**config.mk**
```make
export PLATFORM = sky130hd
export DESIGN_NAME = pcsb_out_fifo_flat
export DESIGN_NICKNAME = d
export VERILOG_FILES = /design/src/per_channel_scale_bias_with_gradients_defines.svh /design/src/pcsb_pkg.sv /design/src/pcsb_stream_if.sv /design/src/pcsb_out_fifo.sv /design/src/flat_wrapper.sv
export SDC_FILE = /design/constraint.sdc
export NUM_CORES = 1
export LEC_CHECK = 0
export BUFFER_PORTS_ARGS = -buffer_cell sky130_fd_sc_hd__clkbuf_2
export CAP_MARGIN = 10
export CORE_ASPECT_RATIO = 1.75
export CORE_UTILIZATION = 32
export DETAILED_ROUTE_END_ITERATION = 16
export GPL_ROUTABILITY_DRIVEN = 0
export HOLD_SLACK_MARGIN = 0.12
export PLACE_DENSITY = 0.9
export SLEW_MARGIN = 20
export SYNTH_ARGS = -nofsm -noshare
export SYNTH_HDL_FRONTEND = slang
export SYNTH_SLANG_ARGS = --single-unit
```
**constraint.sdc**
```tcl
create_clock -name clk_i -period 4.07 [get_ports clk_i]
set_input_delay 1.0175 -clock clk_i [delete_from_list [all_inputs] [get_ports clk_i]]
set_output_delay 1.0175 -clock clk_i [all_outputs]
set_load 0.01 [all_outputs]
```
**src/per_channel_scale_bias_with_gradients_defines.svh**
```systemverilog
// assertion macros for the per-channel scale and bias block
// expects clk_i and rst_ni in the scope of each use
`ifndef PER_CHANNEL_SCALE_BIAS_WITH_GRADIENTS_DEFINES_SVH
`define PER_CHANNEL_SCALE_BIAS_WITH_GRADIENTS_DEFINES_SVH

`ifndef NO_ASSERTIONS
// checked outside reset only
`define PCSB_ASSERT(lbl, prop) \
  lbl: assert property (@(posedge clk_i) disable iff (!rst_ni) prop) \
    else $error("pcsb assertion failed");
// checked at every edge, reset included
`define PCSB_ASSERT_ALWAYS(lbl, prop) \
  lbl: assert property (@(posedge clk_i) prop) \
    else $error("pcsb assertion failed");
`else
`define PCSB_ASSERT(lbl, prop)
`define PCSB_ASSERT_ALWAYS(lbl, prop)
`endif

`endif

```
**src/pcsb_pkg.sv**
```systemverilog
// shared types and constants for the per-channel scale and bias block
// no dependencies
`default_nettype none

package pcsb_pkg;

  // sizing
  localparam int MaxChannels   = 256;
  localparam int DataBits      = 16;
  localparam int WordBits      = 16;
  localparam int SelBits       = 8;
  localparam int CountBits     = 9;
  localparam int CfgStrideBits = 21;
  localparam int StrideBits    = 20;
  localparam int StrideLimit   = 1 << StrideBits;
  localparam int CfgDataBits   = 21;
  localparam int CfgIndexBits  = 2;
  localparam int SaccBits      = 48;
  localparam int BaccBits      = 32;
  localparam int AccBits       = SaccBits + BaccBits;
  localparam int TabBits       = 2 * WordBits;
  localparam int FifoDepth     = 4;

  typedef enum logic [1:0] {
    ModeLoad = 2'd0,
    ModeFwd  = 2'd1,
    ModeBwd  = 2'd2,
    ModeRead = 2'd3
  } mode_e;

  typedef enum logic [CfgIndexBits-1:0] {
    RegChannelCount  = 2'd0,
    RegChannelStride = 2'd1,
    RegUseBias       = 2'd2
  } cfg_reg_e;

  typedef struct packed {
    mode_e                       mode;
    logic                        start_req;
    logic signed [WordBits-1:0]  data_value;
    logic signed [WordBits-1:0]  grad_value;
    logic        [SelBits-1:0]   channel_select;
    logic signed [WordBits-1:0]  scale_word;
    logic signed [WordBits-1:0]  bias_word;
  } in_item_t;

  typedef struct packed {
    logic signed [WordBits-1:0]  value;
    logic signed [SaccBits-1:0]  scale_grad;
    logic signed [BaccBits-1:0]  bias_grad;
    logic                        saturated;
  } out_item_t;

  typedef struct packed {
    logic [CfgIndexBits-1:0] index;
    logic [CfgDataBits-1:0]  value;
  } cfg_item_t;

  typedef struct packed {
    logic      push;
    out_item_t item;
  } result_t;

endpackage

`default_nettype wire

```
**src/pcsb_stream_if.sv**
```systemverilog
// valid/ready channel carrying one item of a chosen type
// used by the top level and the output queue
`default_nettype none

interface pcsb_stream_if #(
  parameter type item_t = logic
) ();
  logic  valid;
  logic  ready;
  item_t data;

  modport source (output valid, output data, input ready);
  modport sink   (input valid, input data, output ready);
endinterface

`default_nettype wire

```
**src/pcsb_out_fifo.sv**
```systemverilog
// result queue with credit count over items in flight
// depends on pcsb_pkg and pcsb_stream_if
`default_nettype none

module pcsb_out_fifo (
  input  wire logic                 clk_i,
  input  wire logic                 rst_ni,
  input  wire logic                 accept_i,
  output logic                      credit_o,
  input  wire logic                 push_i,
  input  wire pcsb_pkg::out_item_t  item_i,
  pcsb_stream_if.source             out_o
);
  localparam int Depth = pcsb_pkg::FifoDepth;
  localparam int PtrW  = (Depth > 1) ? $clog2(Depth) : 1;
  localparam int CntW  = $clog2(Depth + 1);

  pcsb_pkg::out_item_t mem_q [Depth];
  logic [PtrW-1:0] wr_ptr_q, rd_ptr_q;
  logic [CntW-1:0] fill_q, flight_q;
  logic            pop;

  assign pop         = out_o.valid & out_o.ready;
  assign out_o.valid = fill_q != '0;
  assign out_o.data  = mem_q[rd_ptr_q];
  // an item is taken only if its result has a slot reserved
  assign credit_o    = 32'(flight_q) < Depth;

  always_ff @(posedge clk_i) begin
    if (push_i) begin
      mem_q[wr_ptr_q] <= item_i;
    end
  end

  // pointers wrap at the depth
  always_ff @(posedge clk_i or negedge rst_ni) begin
    if (!rst_ni) begin
      wr_ptr_q <= '0;
      rd_ptr_q <= '0;
      fill_q   <= '0;
      flight_q <= '0;
    end else begin
      if (push_i) begin
        wr_ptr_q <= (32'(wr_ptr_q) == Depth - 1) ? '0 : wr_ptr_q + PtrW'(1);
      end
      if (pop) begin
        rd_ptr_q <= (32'(rd_ptr_q) == Depth - 1) ? '0 : rd_ptr_q + PtrW'(1);
      end
      fill_q   <= fill_q + CntW'(push_i) - CntW'(pop);
      flight_q <= flight_q + CntW'(accept_i) - CntW'(pop);
    end
  end
endmodule

`default_nettype wire

```
**src/flat_wrapper.sv**
```systemverilog
// flat-port wrapper written by rule: the top's interface ports become plain ports
module pcsb_out_fifo_flat 
  (clk_i, rst_ni, accept_i, credit_o, push_i, item_i, out_o_valid, out_o_data, out_o_ready);
  pcsb_stream_if out_o_i ();
  input  wire logic clk_i;
  input  wire logic rst_ni;
  input  wire logic accept_i;
  output logic credit_o;
  input  wire logic push_i;
  input  wire pcsb_pkg::out_item_t item_i;
  output wire logic [$bits(out_o_i.valid)-1:0] out_o_valid;
  output wire logic [$bits(out_o_i.data)-1:0] out_o_data;
  input wire logic [$bits(out_o_i.ready)-1:0] out_o_ready;
  assign out_o_valid = out_o_i.valid;
  assign out_o_data = out_o_i.data;
  assign out_o_i.ready = out_o_ready;
  pcsb_out_fifo u_core (.clk_i(clk_i), .rst_ni(rst_ni), .accept_i(accept_i), .credit_o(credit_o), .push_i(push_i), .item_i(item_i), .out_o(out_o_i));
endmodule
```
# --- Word level (Yosys, flattened, before mapping) ---
# Memory sizes are Yosys's and may differ from the RTL's.
# Cells that the tools add are included.
# W data, S select, Z words.
totals:
  regBits: 10
  ram_bits: 388
  inputBits: 102
  out_inout_bits: 3
  word_cells: 20
  memories: 1
mem_list:
  columns: ["name", "words", "word_bits", "rd", "rd_clocked_by_memory_dff", "write_ports", "line", "source"]
  rows:
  - ["u_core.mem_q", 4, 97, 1, 0, 1, "pcsb_out_fifo.sv:18", "pcsb_pkg::out_item_t mem_q [Depth];"]
classes:
  add_sub_neg: 6
  order_cmp: 1
  eq_ne: 2
  muxes: 4
  bitwise: 1
  reduce_logical: 1
op_table:
  columns: ["op", "count"]
  rows:
  - ["$add A3 B1 Y3", 2]
  - ["$sub A3 B1 Y3", 2]
  - ["$add A2 B1 Y2 const B", 2]
  - ["$eq A2 B2 Y1 const B", 2]
  - ["$mux W2", 2]
  - ["$lt A3 B3 Y1 const B", 1]
  - ["$reduce_bool A3 Y1", 1]
  - ["$mux W1", 2]
  - ["$and A1 B1 Y1", 1]

# --- Logic depth before layout (Yosys ltp) ---
logic_depth:
  depth_word: 3
  ltp_mapped: 8
  depth_no_buf: 8

# --- Worst setup path before layout ---
# OpenSTA, ideal clock, no wires.
synth_path:
  path_type: "input-to-reg"
  from: "in out_o_ready"
  to: "reg u_core.fill_q[2]"
  setup_time_ps: 123
  t_arrival_ps: 2257
  required_ps: 3947
  path_slack_ps: 1691
  cell_stages: 8
  n_path_buf: 0
  path_cell_list: "o31ai_4 -> inv_1 -> ha_1 -> inv_1 -> ha_1 -> fa_1 -> xnor2_1 -> xnor2_1"
synth_between:
  elab_chain_len: 2
synth_lines:
  columns: ["element", "line", "source"]
  rows:
  - ["start, declared", "flat_wrapper.sv:13", "input wire logic [$bits(out_o_i.ready)-1:0] out_o_ready;"]
  - ["$and A1 B1 Y1", "pcsb_out_fifo.sv:23", "assign pop = out_o.valid & out_o.ready;"]
  - ["via u_core.pop", "pcsb_out_fifo.sv:21", "logic pop;"]
  - ["$sub A3 B1 Y3", "pcsb_out_fifo.sv:49", "fill_q <= fill_q + CntW'(push_i) - CntW'(pop);"]
  - ["end signal, assigned", "pcsb_out_fifo.sv:49", null]
  - ["end, declared", "pcsb_out_fifo.sv:20", "logic [CntW-1:0] fill_q, flight_q;"]
# The timed path passes the listed nets, and every way through them passes these cells.
# A chain may end at the register's enable or synchronous reset.

# --- Worst setup path in the final report ---
layout_path:
  from: "reg u_core.rd_ptr_q[0]"
  to: "out out_o_data"
layout_between:
  elab_chain_len: 1
layout_lines:
  columns: ["element", "line", "source"]
  rows:
  - ["start, declared", "pcsb_out_fifo.sv:19", "logic [PtrW-1:0] wr_ptr_q, rd_ptr_q;"]
  - ["start signal, assigned", "pcsb_out_fifo.sv:47", "rd_ptr_q <= (32'(rd_ptr_q) == Depth - 1) ? '0 : rd_ptr_q + PtrW'(1);"]
  - ["$mem_v2 Z4 W97", null, null]
  - ["end, declared", "flat_wrapper.sv:12", "output wire logic [$bits(out_o_i.data)-1:0] out_o_data;"]
# No other way between the ends.

==> results by group <==
Pwr
  – Sequential Power Share: 42.8%
  – Switching share of power: 34.3%
  – PwrDens: 713 nW/um^2
  – Combinational Power Share: 41.4%
  – Max IR drop VDD: 0.000338 V
  – Leak: 0.400 nW
  – Sw Pwr: 0.000204 W
  – Internal power: 0.000391 W
  – Clk pwr share: 15.8%

Synthesis
  – Synth Area per Inst: 13.2 sq um
  – Ys flop type: dfrtp_1
  – Number of library cell types mapped by synthesis: 15
  – Register area share after synthesis: 50.9%
  – Top-count cell post-synth: inv_1
  – Post-Syn Area: 728 sq um
  – Yosys top cell by area: dfrtp_1
  – Number of flops mapped to enable cells by yosys: 4
  – Post-synth top cells: 12 x inv_1, 10 x dfrtp_1, 9 x ha_1
  – Synthesized flop and latch total: 14
  – Top cell type's share of synthesized area: 34.4%
  – Share of synthesized registers carrying an async set or reset: 71.4%
  – Top post-synthesis cells by area: dfrtp_1 34%, edfxtp_1 16%, ha_1 15%, inv_1 6.2%, fa_1 5.5%
  – Cells after Synth: 55
  – Post-Syn Nets: 168
  – Syn. warnings: 0

Cells and area
  – Antenna Cells: 0
  – Filler cell count: 196
  – Share of layout cells above drive strength 1: 25.4%
  – Area of the multi-input gates: 313 sq um
  – Synth-to-layout area growth: 14.6%
  – Final net count: 181
  – Fin area: 835 sq um
  – Seq. cell area: 370 sq um

Route
  – Drt drc: 0
  – DRT Pass-1 Iters: 3
  – DR iter-0 viols: 7
  – Post-route ant nets: 0
  – Wire per inst: 10.2 um
  – Vias per cell: 4.37
  – DR vias: 398
  – Total routed wirelength: 924 um

Timing
  – Worst Skew: 0.000194 ns
  – Post-layout min period: 2.37 ns
  – Slew margin rel.: 83.6%
  – Tcrit/Tclk final: 58.2%
  – # setup viols final: 0
  – Total negative slack: 0 ns
  – RSZ-0062 raised after global routing: no
  – Max Freq: 422 MHz
  – Tightest Pin Transition: 0.246 ns
  – Final Hold Violating Endpoints: 0
  – Max-slew violations: 0

Worst setup path
  – Crit-path cells: mux4_2 > clkbuf_2
  – CP delay by family, top: multiplexers
  – Worst Path Max Fanout: 4
  – CP endpoint kind: output pin
  – WS Path Type: flip-flop to output pin
  – CP arrival: 1.35 ns
  – Worst r2r src: u_core.fill_q[1]
  – Worst r2r dst: u_core.flight_q[2]
  – Slowest CP cell: mux4_2
  – CP peak stage delay: 0.52 ns
  – Number of cells on the worst reg-to-reg path: 8
  – Worst EP required: 3.05 ns
  – Reg2reg setup slack: 1.97 ns
  – CP Launch Type: flip-flop
  – Critical path origin: u_core.rd_ptr_q[0]
  – WP buf/inv: 1

Floorplanning
  – Die width: 38.1 um
  – Die Ht: 65.1 um
  – Die area: 2480 sq um
  – Core area: 2120 sq um
  – Starting Density: 34.4%
  – Top Ports: 105
  – Row count: 22

Worst hold path
  – Worst hold start: u_core.flight_q[2]
  – Tightest Hold Check Type: flip-flop to flip-flop
  – Worst Hold End: u_core.flight_q[2]
  – Worst hold path depth: 2

Global routing
  – GRT Util Overall: 10.2%
  – Vias in the first global route: 473
  – Largest net degree at the start of global routing: 11
  – Grt ovf: 0
  – Initial antenna violation count: 0
  – First-pass GRT wire length: 1750 um

Clock network
  – Inserted Clock Buffers: 3
  – Htree depth: 1
  – Clock sinks: 14
  – Postcts setup bufs: 0
  – Hold buffers post-CTS: 0
  – Clock Tree Root: clkbuf_4
  – Clock slew at reported path FFs: 0.08 ns
  – CTS tree: done
  – Post-cts sizing count: 0
  – Deepest clock path buffer count: 2
  – Clk Latency, worst-skew pair: 0.27 ns

Flow run
  – Number of max-cap violations: 0

Outcome
  – Run status: completed

Placed design
  – Post-DP HPWL: 802 um
  – DP Area: 798 sq um
  – Port Buffers: 8
-- area by class of cell --
cell class              count  share of cell area (%)
multi-input cells          29                    37.5
inverters                  12                    5.40
clock buffers               4                    4.35
flip-flops and latches     14                    44.4
well taps                  24                    3.60
repair buffers              8                    4.80
-- worst register-to-register path, cell delays in order (launching register included) --
cell and delay (ns):
dfrtp_1 0.42, o31ai_4 0.30, inv_1 0.11, ha_1 0.28, inv_1 0.04, ha_1 0.19, fa_1 0.39, xnor2_1 0.17
xnor2_1 0.14
-- power by group through the flow --
stage | Combinational, W | Sequential, W | Clock, W
4_1_cts | 0.000255 | 0.000256 | 0.0000974
6_report | 0.000246 | 0.000254 | 0.0000939
2_1_floorplan | 0.000196 | 0.000247 | 0
3_5_place_dp | 0.000253 | 0.000259 | 0
3_3_place_gp | 0.000235 | 0.000254 | 0
5_1_grt | 0.000297 | 0.000264 | 0.000102
-- state kept, by name, indices dropped and copies added (netlist names) --
name and cells:
u_core.fill_q 3, u_core.flight_q 3, u_core.mem_q 4, u_core.rd_ptr_q 2, u_core.wr_ptr_q 2
-- how the worst max path moves through the flow --
stage / depth (start not counted) / slack (ns) / end
final: 2 / 1.70 / out_o_data
after global routing: 9 / 1.64 / u_core.fill_q[2]
after CTS: 2 / 1.68 / out_o_data
after detailed placement: 9 / 1.46 / u_core.flight_q[2]
after global placement: 9 / 1.52 / u_core.flight_q[2]
after floorplan: 8 / 1.69 / u_core.fill_q[2]
-- logic make-up (layout without fill, tap and decap cells) --
group           count (synthesis)  count (layout)  synth area share (%)
simple gates                    8               8                  6.70
fa+ha+maj                      11              11                  21.0
mux                             3               3                  6.19
compound gates                  3               3                  4.30
buf+inv                        12              24                  6.19
flops                          14              14                  50.9
xor+xnor                        4               4                  4.81
-- stage by stage --
step / hold WS [ns] / utilization (%) / setup WS (ns) / std cells / total power [W]
finish: 0.553 / 39.4 / 1.70 / 91 / 0.000595
global route: 0.587 / 39.4 / 1.64 / 91 / 0.000663
CTS: 0.565 / 39.4 / 1.68 / 91 / 0.000609
detailed placement: 0.549 / 37.7 / 1.46 / 87 / 0.000512
global placement: 0.516 / 37.7 / 1.52 / 87 / 0.000489
floorplan: 0.515 / - / 1.69 / 55 / 0.000443
-- metal layers --
| metal | up-vias | track usage [%] | part of all wire (%) |
|---|---|---|---|
| met3 | 4 | 1.01 | 2.3 |
| met2 | 6 | 17.6 | 57 |
| met1 | 187 | 10.5 | 37 |
| met5 | - | 0 | 0 |
| li1 | 201 | - | - |
| met4 | 0 | 8.04 | 2.8 |
-- layout by cell type, fill, tap and decap left out --
cell / instances
and2_1: 4
mux4_2: 1
nand2_1: 1
mux2_2: 2
xnor2_1: 4
fa_1: 2
dfrtp_1: 10
clkbuf_4: 3
o31ai_4: 1
or3b_1: 1
clkbuf_2: 8
or3_2: 1
inv_1: 12
ha_1: 9
o21ai_0: 2
clkbuf_8: 1
edfxtp_1: 4
nor2_1: 1
(Power assumes the default switching activity.)
